==> src/design/bresenham_line_rasterizer_top_assert.svh <==
// ----------------------------------------------------------------------------
// Bresenham line rasterizer assertion macros
// Concurrent check helpers; empty when synthesized.
// ----------------------------------------------------------------------------
`ifndef BRESENHAM_LINE_RASTERIZER_TOP_ASSERT_SVH
`define BRESENHAM_LINE_RASTERIZER_TOP_ASSERT_SVH

`ifndef SYNTHESIS

// same-cycle implication
`define BLR_ASSERT_IMP(label, clk, rst, ante, cons) \
  label: assert property (@(posedge clk) disable iff (rst) (ante) |-> (cons)) \
    else $error("blr assertion failed");

// next-cycle implication
`define BLR_ASSERT_NEXT(label, clk, rst, ante, cons) \
  label: assert property (@(posedge clk) disable iff (rst) (ante) |=> (cons)) \
    else $error("blr assertion failed");

`else

`define BLR_ASSERT_IMP(label, clk, rst, ante, cons)
`define BLR_ASSERT_NEXT(label, clk, rst, ante, cons)

`endif

`endif

==> src/design/blr_pkg.sv <==
// ----------------------------------------------------------------------------
// blr_pkg
// Shared types, screen constants and pixel placement for the line rasterizer.
// ----------------------------------------------------------------------------
`default_nettype none

package blr_pkg;

  localparam int SCREEN_WIDTH  = 64;
  localparam int SCREEN_HEIGHT = 64;

  localparam int CW = 6;

  localparam logic [CW:0] X_MAX = (CW+1)'(SCREEN_WIDTH - 1);
  localparam logic [CW:0] Y_MAX = (CW+1)'(SCREEN_HEIGHT - 1);

  typedef logic [CW-1:0] coord_t;

  typedef struct packed {
    logic load;
    logic emit;
  } blr_cmd_t;

  typedef struct packed {
    logic last;
    logic out_free;
  } blr_status_t;

  // mirror then clamp to 0..max
  function automatic coord_t place(input coord_t v, input logic mirror,
                                   input logic [CW:0] max);
    logic signed [CW+1:0] t;
    logic signed [CW+1:0] lim;
    lim = $signed({1'b0, max});
    if (mirror) begin
      t = lim - $signed({2'b00, v});
    end else begin
      t = $signed({2'b00, v});
    end
    if (t < 0) begin
      t = '0;
    end
    if (t > lim) begin
      t = lim;
    end
    return t[CW-1:0];
  endfunction

endpackage

`default_nettype wire

==> src/design/blr_ctrl.sv <==
// ----------------------------------------------------------------------------
// blr_ctrl
// Line walk controller: takes a command, then steps one pixel per free slot.
// ----------------------------------------------------------------------------
`default_nettype none

module blr_ctrl (
  input  wire logic                clk,
  input  wire logic                rst,
  input  wire logic                in_valid,
  output logic                     in_stall,
  input  wire blr_pkg::blr_status_t status,
  output blr_pkg::blr_cmd_t        cmd
);
  import blr_pkg::*;

  localparam logic S_IDLE = 1'b0;
  localparam logic S_RUN  = 1'b1;

  logic state;
  logic state_next;

  assign in_stall = (state != S_IDLE);
  assign cmd.load = in_valid && (state == S_IDLE);
  assign cmd.emit = (state == S_RUN) && status.out_free;

  always_comb begin
    state_next = state;
    unique case (state)
      S_IDLE: begin
        if (cmd.load) begin
          state_next = S_RUN;
        end
      end
      S_RUN: begin
        if (cmd.emit && status.last) begin
          state_next = S_IDLE;
        end
      end
      default: state_next = S_IDLE;
    endcase
  end

  always_ff @(posedge clk) begin
    if (rst) begin
      state <= S_IDLE;
    end else begin
      state <= state_next;
    end
  end

endmodule

`default_nettype wire

==> src/design/blr_datapath.sv <==
// ----------------------------------------------------------------------------
// blr_datapath
// Point, error term and endpoint registers, orientation and output register.
// ----------------------------------------------------------------------------
`default_nettype none

module blr_datapath (
  input  wire logic                clk,
  input  wire logic                rst,
  input  wire blr_pkg::blr_cmd_t   cmd,
  output blr_pkg::blr_status_t     status,
  input  wire logic                cfg_we,
  input  wire logic [1:0]          cfg_wdata,
  input  wire logic                kind,
  input  wire blr_pkg::coord_t     start_x,
  input  wire blr_pkg::coord_t     start_y,
  input  wire blr_pkg::coord_t     end_x,
  input  wire blr_pkg::coord_t     end_y,
  input  wire logic                ink,
  output logic                     out_valid,
  input  wire logic                out_stall,
  output blr_pkg::coord_t          pixel_x,
  output blr_pkg::coord_t          pixel_y,
  output logic                     pixel_ink,
  output logic                     final_pixel
);
  import blr_pkg::*;

  logic [1:0]            orientation;
  coord_t                prev_x;
  coord_t                prev_y;
  coord_t                x;
  coord_t                y;
  coord_t                x1;
  coord_t                y1;
  coord_t                dx;
  coord_t                dy;
  logic                  sx;
  logic                  sy;
  logic signed [CW+2:0]  err;
  logic                  ink_r;

  coord_t                x0_sel;
  coord_t                y0_sel;
  logic signed [CW+3:0]  e2;
  logic                  step_x;
  logic                  step_y;
  logic                  last;

  assign x0_sel = kind ? prev_x : start_x;
  assign y0_sel = kind ? prev_y : start_y;

  assign last   = (x == x1) && (y == y1);
  assign e2     = {err, 1'b0};
  assign step_x = e2 > -$signed({4'b0000, dy});
  assign step_y = e2 < $signed({4'b0000, dx});

  assign status.last     = last;
  assign status.out_free = !out_valid || !out_stall;

  always_ff @(posedge clk) begin
    if (rst) begin
      orientation <= '0;
      prev_x      <= '0;
      prev_y      <= '0;
      out_valid   <= 1'b0;
    end else begin
      if (cfg_we) begin
        orientation <= cfg_wdata;
      end
      if (cmd.load) begin
        prev_x <= end_x;
        prev_y <= end_y;
      end
      if (cmd.emit) begin
        out_valid <= 1'b1;
      end else if (!out_stall) begin
        out_valid <= 1'b0;
      end
    end
  end

  always_ff @(posedge clk) begin
    if (cmd.load) begin
      x     <= x0_sel;
      y     <= y0_sel;
      x1    <= end_x;
      y1    <= end_y;
      dx    <= (end_x > x0_sel) ? end_x - x0_sel : x0_sel - end_x;
      dy    <= (end_y > y0_sel) ? end_y - y0_sel : y0_sel - end_y;
      sx    <= x0_sel < end_x;
      sy    <= y0_sel < end_y;
      err   <= $signed({3'b000, ((end_x > x0_sel) ? end_x - x0_sel : x0_sel - end_x)})
             - $signed({3'b000, ((end_y > y0_sel) ? end_y - y0_sel : y0_sel - end_y)});
      ink_r <= ink;
    end else if (cmd.emit) begin
      if (step_x) begin
        x <= sx ? x + 1'b1 : x - 1'b1;
      end
      if (step_y) begin
        y <= sy ? y + 1'b1 : y - 1'b1;
      end
      err <= err - (step_x ? $signed({3'b000, dy}) : '0)
                 + (step_y ? $signed({3'b000, dx}) : '0);
    end
  end

  always_ff @(posedge clk) begin
    if (cmd.emit) begin
      pixel_x     <= place(x, orientation[0], X_MAX);
      pixel_y     <= place(y, orientation[1], Y_MAX);
      pixel_ink   <= ink_r;
      final_pixel <= last;
    end
  end

endmodule

`default_nettype wire

==> src/design/bresenham_line_rasterizer_top.sv <==
// ----------------------------------------------------------------------------
// bresenham_line_rasterizer_top
// Line command in, stream of mirrored pixel writes out.
// ----------------------------------------------------------------------------
// A line command is taken while idle, then the line is walked one pixel per
// cycle, except while the output stalls, into a registered output; no new
// command is taken until the last pixel is emitted. The walk runs in a
// single Bresenham step unit updated once per emitted pixel. A kind 1 command
// starts at the unmirrored end point of the previous line. The last pixel of
// every line carries final_pixel. orientation may only be written while idle.
`default_nettype none

`include "bresenham_line_rasterizer_top_assert.svh"

module bresenham_line_rasterizer_top (
  input  wire logic            clk,
  input  wire logic            rst,
  input  wire logic            cfg_we,
  input  wire logic [1:0]      cfg_wdata,
  input  wire logic            in_valid,
  output logic                 in_stall,
  input  wire logic            kind,
  input  wire blr_pkg::coord_t start_x,
  input  wire blr_pkg::coord_t start_y,
  input  wire blr_pkg::coord_t end_x,
  input  wire blr_pkg::coord_t end_y,
  input  wire logic            ink,
  output logic                 out_valid,
  input  wire logic            out_stall,
  output blr_pkg::coord_t      pixel_x,
  output blr_pkg::coord_t      pixel_y,
  output logic                 pixel_ink,
  output logic                 final_pixel
);
  import blr_pkg::*;

  blr_cmd_t    cmd;
  blr_status_t status;

  blr_ctrl u_ctrl (
    .clk      (clk),
    .rst      (rst),
    .in_valid (in_valid),
    .in_stall (in_stall),
    .status   (status),
    .cmd      (cmd)
  );

  blr_datapath u_datapath (
    .clk         (clk),
    .rst         (rst),
    .cmd         (cmd),
    .status      (status),
    .cfg_we      (cfg_we),
    .cfg_wdata   (cfg_wdata),
    .kind        (kind),
    .start_x     (start_x),
    .start_y     (start_y),
    .end_x       (end_x),
    .end_y       (end_y),
    .ink         (ink),
    .out_valid   (out_valid),
    .out_stall   (out_stall),
    .pixel_x     (pixel_x),
    .pixel_y     (pixel_y),
    .pixel_ink   (pixel_ink),
    .final_pixel (final_pixel)
  );

  `BLR_ASSERT_NEXT(a_busy_after_cmd, clk, rst, in_valid && !in_stall, in_stall)
  `BLR_ASSERT_IMP(a_no_cmd_mid_line, clk, rst, out_valid && !final_pixel, in_stall)
  `BLR_ASSERT_NEXT(a_emit_after_cmd, clk, rst, in_valid && !in_stall, !status.out_free || cmd.emit)

endmodule

`default_nettype wire

==> config.mk <==
export PLATFORM = sky130hd
export DESIGN_NAME = bresenham_line_rasterizer_top
export DESIGN_NICKNAME = d
export VERILOG_FILES = /design/src/design/blr_pkg.sv /design/src/design/blr_ctrl.sv /design/src/design/blr_datapath.sv /design/src/design/bresenham_line_rasterizer_top.sv
export VERILOG_INCLUDE_DIRS = /design/src /design/src/design
export SDC_FILE = /design/constraint.sdc
export NUM_CORES = 1
export LEC_CHECK = 0
export BUFFER_PORTS_ARGS = -buffer_cell sky130_fd_sc_hd__clkbuf_2
export CELL_PAD_IN_SITES_DETAIL_PLACEMENT = 0
export CELL_PAD_IN_SITES_GLOBAL_PLACEMENT = 1
export CORE_MARGIN = 3
export CORE_UTILIZATION = 40
export DETAILED_ROUTE_END_ITERATION = 8
export PLACE_DENSITY = 0.69
export REMOVE_ABC_BUFFERS = 1
export SYNTH_ARGS = -nofsm -noshare
export SYNTH_HDL_FRONTEND = slang
export SYNTH_SLANG_ARGS = --single-unit
==> constraint.sdc <==
create_clock -name clk -period 5.3 [get_ports clk]
set_input_delay 0.53 -clock clk [delete_from_list [all_inputs] [get_ports clk]]
set_output_delay 0.53 -clock clk [all_outputs]
set_load 0.02 [all_outputs]
==> results.json, run 1 <==
{
  "setup-violations-final": 0,
  "crit_path_end_kind": "register",
  "synthSimpleGateAreaFrac_pct": 11.1,
  "grt_pass1_vias": 4213,
  "regMostFlops": "u_datapath.err",
  "wire_per_inst_um": 16.1,
  "synth_compound_area_share_pct": 14.1,
  "initial_core_util_pct": 41.1,
  "drtIter0Drc": 329,
  "cp.required_ns": 5.37,
  "clock_latency_ns": 0.34,
  "period_share_pct": 88.7,
  "synth_fa_ha_area_share_pct": 18.1,
  "totalWireLength_um": 12900,
  "critPathMaxStageDelay_ns": 0.52,
  "gr-total-overflow": 0,
  "largest_reg_flops": 9,
  "layout_commonest_cell": "inv_1",
  "post-dp-hpwl_um": 9920,
  "start_kind": "register",
  "cp_max_fo": 7,
  "synth_cell_type_count": 52,
  "fin_tns_setup_ns": 0,
  "cp.depth": 17,
  "die_y_um": 126,
  "antenna_found_initial": 0,
  "cts_buffers": 9,
  "synthFlopType": "edfxtp_1",
  "synth-async-reset-ratio_pct": 0,
  "ys_ff_latch": 78,
  "pin_count": 49,
  "dpl_worst_slack_ns": 0.624,
  "tritoncts": "yes",
  "rsz0062_at_grt": "no",
  "synth_edf_count": 62,
  "crit_family": "compound AO/OA/AOI/OAI gates",
  "dpl_cell_area_um2": 6140,
  "clock-sinks": 78,
  "netlist_area_um2": 5730,
  "fin_area_um2": 6480,
  "finalWorstPathRequiredPeriod_ns": 4.70,
  "groute.usage.overall_pct": 17.1,
  "layout-drive-gt1-share_pct": 12.8,
  "p_total_w": 0.00340,
  "crit_arrival_ns": 4.77,
  "vias_per_cell": 5.15,
  "layout_common_cells": "69 x inv_1, 62 x ha_1, 62 x edfxtp_1, 49 x nand2_1, 48 x clkbuf_2",
  "cts-root-buf": "clkbuf_16",
  "clk_pin_slew_ns": 0.06,
  "clk_path_buf_depth": 2,
  "ctsResizeCount": 0,
  "synth_top_family_by_area": "adder cells",
  "final_hold_viol_count": 0,
  "rows": 43,
  "dieWidth_um": 126,
  "drv_slew": 0,
  "hold_buffers": 0,
  "power_density_nw_per_um2": 524,
  "r2r_cells": 17,
  "drt_pass1_iterations": 6,
  "cp_cell_sequence": "nor3_1 -> nand2_1 -> xnor2_1 -> ha_1 -> a211o_1 -> a21oi_1 -> o211ai_1 -> o22ai_1 -> nor2_1 -> fa_1 -> inv_1 -> fa_1 -> a211oi_1 -> o21bai_1 -> a31oi_1 -> mux2i_1 -> nand3_1",
  "antennaDiodeCount": 0,
  "status": "finished, final reports clean",
  "worstMarginPinSlew_ns": 0.931,
  "setup_slack_ns": 0.600,
  "drtAntennaViolNets": 0,
  "grt_max_degree": 48,
  "syn_avg_cell_area_um2": 9.97,
  "synthXorXnorAreaFrac_pct": 8.11,
  "cts_setup_buffers": 0,
  "ir_drop_mv": 0.221,
  "layout-area-overhead-vs-synth_pct": 13.2,
  "maxSlewHeadroom_pct": 37.8,
  "finalClockSkew_ns": 0.0117,
  "grt_pass1_wl_um": 21600,
  "port_buffers": 48,
  "path_buf_inv": 1,
  "crit_slowest_cell": "fa_1",
  "ys_warn_count": 0,
  "synth_cells": 574,
  "nets": 727,
  "die-area_um2": 15800,
  "hp-class": "primary input to register",
  "muxShareOfSynthArea_pct": 4.65,
  "max-cap-violations": 0,
  "worstSetupPathType": "register to register",
  "gp_congestion": 0.824,
  "htree_levels": 3,
  "num_vias": 4139,
  "ys_seq_area_share_pct": 38.1,
  "clock.fmax_mhz": 213,
  "design.core.area_um2": 13900,
  "crit_top_cell": "fa_1",
  "leakagePower_nw": 2.92,
  "drc": 0,
  "hold_depth": 1
}
## metal layers
| metal | vias up | wire (um) | track usage [%] |
|---|---|---|---|
| li1 | 2103 | - | - |
| met1 | 1976 | 6320 | 24.4 |
| met5 | - | 0 | 0 |
| met3 | 7 | 453 | 3.10 |
| met2 | 53 | 6040 | 27.0 |
| met4 | 0 | 131 | 4.34 |
## worst register-to-register path, cell delays in order, from the launching register on
cell	delay [ns]
edfxtp_1	0.44
nor3_1	0.31
nand2_1	0.15
xnor2_1	0.15
ha_1	0.29
a211o_1	0.29
a21oi_1	0.12
o211ai_1	0.09
o22ai_1	0.41
nor2_1	0.15
fa_1	0.52
inv_1	0.08
fa_1	0.48
a211oi_1	0.28
o21bai_1	0.14
a31oi_1	0.22
mux2i_1	0.22
nand3_1	0.09
## where the power goes
part / leakage (nW) / switching, W / total [W] / internal (W)
Sequential: 0.727 / 0.000120 / 0.000977 / 0.000857
Combinational: 2.03 / 0.000953 / 0.00170 / 0.000751
Clock: 0.164 / 0.000253 / 0.000715 / 0.000462
Total: 2.92 / 0.00133 / 0.00340 / 0.00207
## metrics by stage
stage	cells	utilization, %	hold slack (ns)
after floorplan	557	-	0.400
after global placement	788	44.1	0.402
after detailed placement	788	44.1	0.428
after CTS	804	46.5	0.359
after global routing	804	46.5	0.370
final	804	46.5	0.369
## worst paths after layout
path | startpoint | to | slack [ns]
hold reg to reg | u_datapath.ink_r | u_datapath.pixel_ink | 0.43
setup / recovery | u_datapath.dy[3] | u_datapath.err[8] | 0.60
setup reg to reg | u_datapath.dy[3] | u_datapath.err[8] | 0.60
hold / removal | ink | u_datapath.ink_r | 0.37
## logic make-up (layout without fill, tap and decap cells)
group,count (synthesis),in the layout
mux,26,26
xor+xnor,53,53
compound gates,126,126
fa+ha+maj,75,75
simple gates,129,129
buf+inv,87,137
flops,78,78
## cell type report
cell class | count | area (um2)
Sequential cell | 78 | 2180
Fill cell | 1339 | 7450
Tap cell | 180 | 225
Timing Repair Buffer | 51 | 263
Clock inverter | 5 | 108
Inverter | 70 | 263
Clock buffer | 11 | 233
Multi-Input combinational cell | 409 | 3210
## cell usage after synthesis, drive strengths merged, types with 3 or more instances
master / count / area share [%]
a21oi: 39 / 3.6
nor2: 27 / 1.8
a221oi: 4 / 0.61
and3: 3 / 0.42
a21o: 14 / 1.8
a211oi: 12 / 1.6
o211ai: 6 / 0.96
o21ai: 33 / 3.0
nor3b: 3 / 0.39
a31oi: 3 / 0.33
nand3: 8 / 0.70
edfxtp: 62 / 33
nand4: 5 / 0.55
inv: 70 / 4.6
xor2: 24 / 3.7
and2: 4 / 0.44
buf: 10 / 0.83
ha: 62 / 14
mux2: 5 / 0.98
o21bai: 4 / 0.52
nor2b: 5 / 0.55
xnor2: 29 / 4.4
nand2: 49 / 3.2
dfxtp: 16 / 5.6
mux2i: 21 / 3.7
clkbuf: 7 / 0.46
nor3: 12 / 1.2
nand3b: 5 / 0.66
o21a: 3 / 0.39
fa: 13 / 4.5
(Power assumes the default switching activity.)
==> run 2, diff against run 1 <==
PLACE_DENSITY = 0.71   (was 0.69)
clock period = 4.05 ns   (was 5.3 ns; I/O delays follow)
==> results.json, run 2 (synthesis results as in run 1) <==
{
  "grt_pass1_wl_um": 22100,
  "hold_buffers": 0,
  "final_hold_viol_count": 0,
  "rows": 43,
  "start_kind": "register",
  "status": "finished with violations",
  "clk_path_buf_depth": 2,
  "worstMarginPinSlew_ns": 0.708,
  "clock_latency_ns": 0.34,
  "layout_commonest_cell": "inv_1",
  "rsz0062_at_grt": "yes",
  "layout_common_cells": "68 x inv_1, 64 x buf_4, 62 x edfxtp_1, 58 x ha_1",
  "pin_count": 49,
  "nets": 788,
  "regMostFlops": "u_datapath.err",
  "leakagePower_nw": 3.19,
  "top_layer_used": "met4",
  "drv_slew": 0,
  "finalClockSkew_ns": 0.00660,
  "htree_levels": 3,
  "max-cap-violations": 0,
  "instances_no_fill": 864,
  "dieWidth_um": 126,
  "dpl_worst_slack_ns": -0.295,
  "gp_congestion": 0.874,
  "wl_met3_um": 375,
  "drtAntennaViolNets": 0,
  "groute.usage.overall_pct": 17.4,
  "wire_per_inst_um": 15.5,
  "vias_per_cell": 5.04,
  "num_vias": 4354,
  "wl_met2_um": 6400,
  "worstSetupPathType": "register to register",
  "clk_pin_slew_ns": 0.06,
  "antenna_found_initial": 0,
  "port_buffers": 48,
  "cts-root-buf": "clkbuf_16",
  "ir_drop_mv": 0.368,
  "clock-sinks": 78,
  "drtIter0Drc": 289,
  "p_total_w": 0.00482,
  "crit_path_end_kind": "register",
  "failed_checks": "negative setup slack",
  "cp_max_fo": 2,
  "layout-area-overhead-vs-synth_pct": 21.5,
  "grt_pass1_vias": 4411,
  "post-dp-hpwl_um": 10500,
  "maxSlewHeadroom_pct": 52.5,
  "fin_tns_setup_ns": -0.00462,
  "clock.fmax_mhz": 247,
  "finalWorstPathRequiredPeriod_ns": 4.05,
  "initial_core_util_pct": 41.1,
  "die-area_um2": 15800,
  "layout-drive-gt1-share_pct": 23.4,
  "drt-met1-wl_um": 6410,
  "grt_max_degree": 45,
  "cp.required_ns": 4.14,
  "largest_reg_flops": 9,
  "gr-total-overflow": 0,
  "period_share_pct": 100,
  "drt_pass1_iterations": 4,
  "drc": 0,
  "totalWireLength_um": 13400,
  "die_y_um": 126,
  "dp.cells": 846,
  "cts_buffers": 9,
  "antennaDiodeCount": 0,
  "fillers": 1298,
  "setup-violations-final": 1,
  "crit_arrival_ns": 4.14,
  "design.core.area_um2": 13900,
  "hp-class": "primary input to register",
  "tritoncts": "yes",
  "setup_slack_ns": -0.00462,
  "power_density_nw_per_um2": 693
}
run 2: cell count changes in the layout (fill, tap and decap cells not counted), sizes merged:
cell,change
buf,+61
bufinv,-3
clkbuf,-2
clkinvlp,+2
clkinv,+1
inv,+1
run 2: power by group:
part / internal [W] / leakage (nW) / switching (W) / total, W
clock network: 0.000410 / 0.127 / 0.000315 / 0.000724
logic: 0.00139 / 2.34 / 0.00143 / 0.00282
registers: 0.00112 / 0.727 / 0.000152 / 0.00127
run 2: path summary, 6_finish.rpt:
kind,start,endpoint,slack (ns),depth (start not counted)
worst min-delay path,ink,u_datapath.ink_r,0.24,1
worst min register to register,u_datapath.ink_r,u_datapath.pixel_ink,0.44,0
worst max register to register,u_datapath.dy[3],u_datapath.err[7],-0.005,19
worst max-delay path,u_datapath.dy[3],u_datapath.err[7],-0.005,19
run 2: timing repair:
item,CTS,global route
pin swaps,9,15
buffers inserted,1,2
cloned,0,0
endpoints found under the setup margin,5,5
hold endpoints to repair,0,0
resized for setup,9,14
run 2: per-layer routing:
| layer | track usage (%) | up-vias |
|---|---|---|
| li1 | - | 2223 |
| met1 | 24.0 | 2055 |
| met2 | 28.5 | 64 |
| met3 | 2.12 | 12 |
| met4 | 5.80 | 0 |
| met5 | 0 | - |
run 2: final cells by class:
class	count	area, um2	area share, %
clock buffer	9	225	3.24
inverter	70	263	3.78
tap	180	225	3.24
timing repair buffer	112	721	10.4
clock inverter	6	38.8	0.558
sequential	78	2180	31.4
multi-input combinational	409	3300	47.5
run 2: per-stage QoR:
stage / cell area (um2) / util [%] / hold slack (ns)
finish: 6960 / 49.9 / 0.240
detailed placement: 6580 / 47.2 / 0.432
CTS: 6890 / 49.4 / 0.224
floorplan: 5650 / - / 0.400
global route: 6960 / 49.9 / 0.240
global placement: 6580 / 47.2 / 0.401
run 2: worst max-delay path: stages (launching register included):
cell and delay [ns]:
edfxtp_1 0.41, nor3_2 0.26, nand2_2 0.11, xnor2_2 0.14, ha_1 0.29, a211o_1 0.27, a21oi_2 0.12, o211ai_1 0.10
o22ai_2 0.16, buf_4 0.15, nor2_2 0.04, fa_1 0.51, inv_2 0.05, buf_4 0.14, ha_4 0.22, a211oi_4 0.22
o21bai_1 0.13, a31oi_1 0.18, mux2i_1 0.20, nand3_1 0.08
==> run 3, diff against run 2 <==
--- a/config.mk
+++ b/config.mk
@@ -10,5 +10,5 @@
 export CELL_PAD_IN_SITES_DETAIL_PLACEMENT = 0
 export CELL_PAD_IN_SITES_GLOBAL_PLACEMENT = 1
-export CORE_MARGIN = 3
+export CORE_MARGIN = 2
 export CORE_UTILIZATION = 40
 export DETAILED_ROUTE_END_ITERATION = 8
==> constraint.sdc (replaced) <==
create_clock -name clk -period 4.05 [get_ports clk]
set_input_delay 0.81 -clock clk [delete_from_list [all_inputs] [get_ports clk]]
set_output_delay 0.81 -clock clk [all_outputs]
set_load 0.02 [all_outputs]
==> results.json, run 3 (synthesis results as in run 1) <==
{
  "cp.required_ns": 4.14,
  "setup-violations-final": 0,
  "grt_max_degree": 45,
  "rsz0062_at_grt": "yes",
  "grt_pass1_vias": 4544,
  "rr_startpoint": "u_datapath.dy[3]",
  "crit_arrival_ns": 4.11,
  "gp_congestion": 0.832,
  "drv_slew": 0,
  "drtIter0Drc": 301,
  "groute.usage.overall_pct": 19.1,
  "cts-root-buf": "clkbuf_16",
  "power.switching_w": 0.00203,
  "fillers": 1244,
  "pwr-share-seq_pct": 24.5,
  "layout-drive-gt1-share_pct": 27.0,
  "fin_tns_setup_ns": 0,
  "multiInputGateArea_um2": 3350,
  "clk_path_buf_depth": 2,
  "die_y_um": 124,
  "clock-sinks": 78,
  "totalWireLength_um": 14000,
  "cp_cell_sequence": "nor3_2 -> nand2_1 -> xnor2_1 -> ha_1 -> a211o_1 -> a21oi_1 -> o211ai_1 -> o22ai_2 -> nor2_2 -> fa_1 -> inv_2 -> fa_2 -> a211oi_2 -> o21bai_1 -> a31oi_1 -> mux2i_1 -> nand3_1",
  "largest_reg_flops": 9,
  "tritoncts": "yes",
  "initial_core_util_pct": 41.1,
  "drc": 0,
  "antenna_found_initial": 0,
  "maxSlewHeadroom_pct": 48.5,
  "clk_pin_slew_ns": 0.07,
  "pin_count": 49,
  "drt_pass1_iterations": 6,
  "register_area_um2": 2180,
  "start_kind": "register",
  "grt_pass1_wl_um": 22200,
  "dpl_cell_area_um2": 6680,
  "design.core.area_um2": 13900,
  "swShare_pct": 39.2,
  "clock_power_share_pct": 17.4,
  "hp-class": "register to register",
  "power_density_nw_per_um2": 719,
  "wire_per_inst_um": 15.9,
  "finalClockSkew_ns": 0.00698,
  "nets": 803,
  "fin_area_um2": 7200,
  "max-cap-violations": 0,
  "worstMarginPinSlew_ns": 0.768,
  "gr-total-overflow": 0,
  "internal_power_w": 0.00315,
  "status": "finished, final reports clean",
  "critPathMaxStageDelay_ns": 0.52,
  "die-area_um2": 15300,
  "path_buf_inv": 1,
  "drtAntennaViolNets": 0,
  "r2r_end": "u_datapath.err[8]",
  "final_hold_viol_count": 0,
  "finalWorstPathRequiredPeriod_ns": 4.02,
  "hp-start": "u_datapath.ink_r",
  "port_buffers": 48,
  "dieWidth_um": 124,
  "vias_per_cell": 5.10,
  "clock.fmax_mhz": 249,
  "num_vias": 4490,
  "hold_depth": 0,
  "layout_common_cells": "77 x buf_4, 67 x inv_1, 62 x edfxtp_1, 55 x ha_1, 49 x nand2_1",
  "cts_buffers": 9,
  "rrSetupSlack_ns": 0.03,
  "holdPathEnd": "u_datapath.pixel_ink",
  "r2r_cells": 17,
  "period_share_pct": 99.3,
  "cp_max_fo": 3,
  "hold_slack_ns": 0.443,
  "regMostFlops": "u_datapath.err",
  "antennaDiodeCount": 0,
  "layout_commonest_cell": "buf_4",
  "htree_levels": 3,
  "crit_slowest_cell": "fa_1",
  "fin_util_pct": 51.7,
  "clock_latency_ns": 0.34,
  "p_comb_share_pct": 58.1,
  "ir_drop_mv": 0.550,
  "worstSetupPathType": "register to register",
  "crit_path_end_kind": "register",
  "leakagePower_nw": 3.29,
  "rows": 43,
  "post-dp-hpwl_um": 10700,
  "p_total_w": 0.00518,
  "crit_family": "adder cells",
  "layout-area-overhead-vs-synth_pct": 25.7
}
-- run 3: final cells by class --
class,instances,area share (%)
multi-input cells,409,46.5
clock inverters,7,1.46
repair buffers,127,11.8
inverters,70,3.65
well taps,180,3.13
clock buffers,9,3.13
flip-flops and latches,78,30.3
-- run 3: routing by layer --
| metal | up-vias | share of wire, % | GRT usage, % |
|---|---|---|---|
| li1 | 2253 | - | - |
| met5 | - | 0 | 0 |
| met1 | 2143 | 47 | 25.2 |
| met2 | 76 | 48 | 31.7 |
| met3 | 18 | 3.1 | 3.16 |
| met4 | 0 | 1.9 | 6.61 |
-- run 3: timing repair --
item | in CTS | in global routing
resized for setup | 16 | 23
endpoints found under the setup margin | 5 | 5
hold buffers | 0 | 0
setup buffers | 2 | 2
pin swaps | 17 | 10
-- run 3: stage by stage --
step / setup slack, ns / cells
floorplan: -0.189 / 557
global placement: -0.229 / 860
detailed placement: -0.312 / 860
CTS: -0.0141 / 878
global route: -0.219 / 880
finish: 0.0265 / 880
-- run 3: how the worst max path moves through the flow --
| stage | start | endpoint | slack [ns] | cells after the start |
|---|---|---|---|---|
| global placement | kind | u_datapath.err[5] | -0.23 | 15 |
| floorplan | u_datapath.dy[3] | u_datapath.err[8] | -0.19 | 17 |
| detailed placement | u_datapath.dy[3] | u_datapath.err[8] | -0.31 | 17 |
| finish | u_datapath.dy[3] | u_datapath.err[8] | 0.03 | 17 |
| global route | u_datapath.dy[3] | u_datapath.err[8] | -0.22 | 17 |
| CTS | u_datapath.dy[2] | u_datapath.err[8] | -0.01 | 17 |
-- run 3: power groups by stage --
stage | Sequential (W) | Clock [W] | Combinational, W
6_report | 0.00127 | 0.000903 | 0.00301
2_1_floorplan | 0.00126 | 0 | 0.00173
5_1_grt | 0.00129 | 0.000955 | 0.00335
4_1_cts | 0.00127 | 0.000916 | 0.00270
3_5_place_dp | 0.00129 | 0 | 0.00255
3_3_place_gp | 0.00128 | 0 | 0.00249
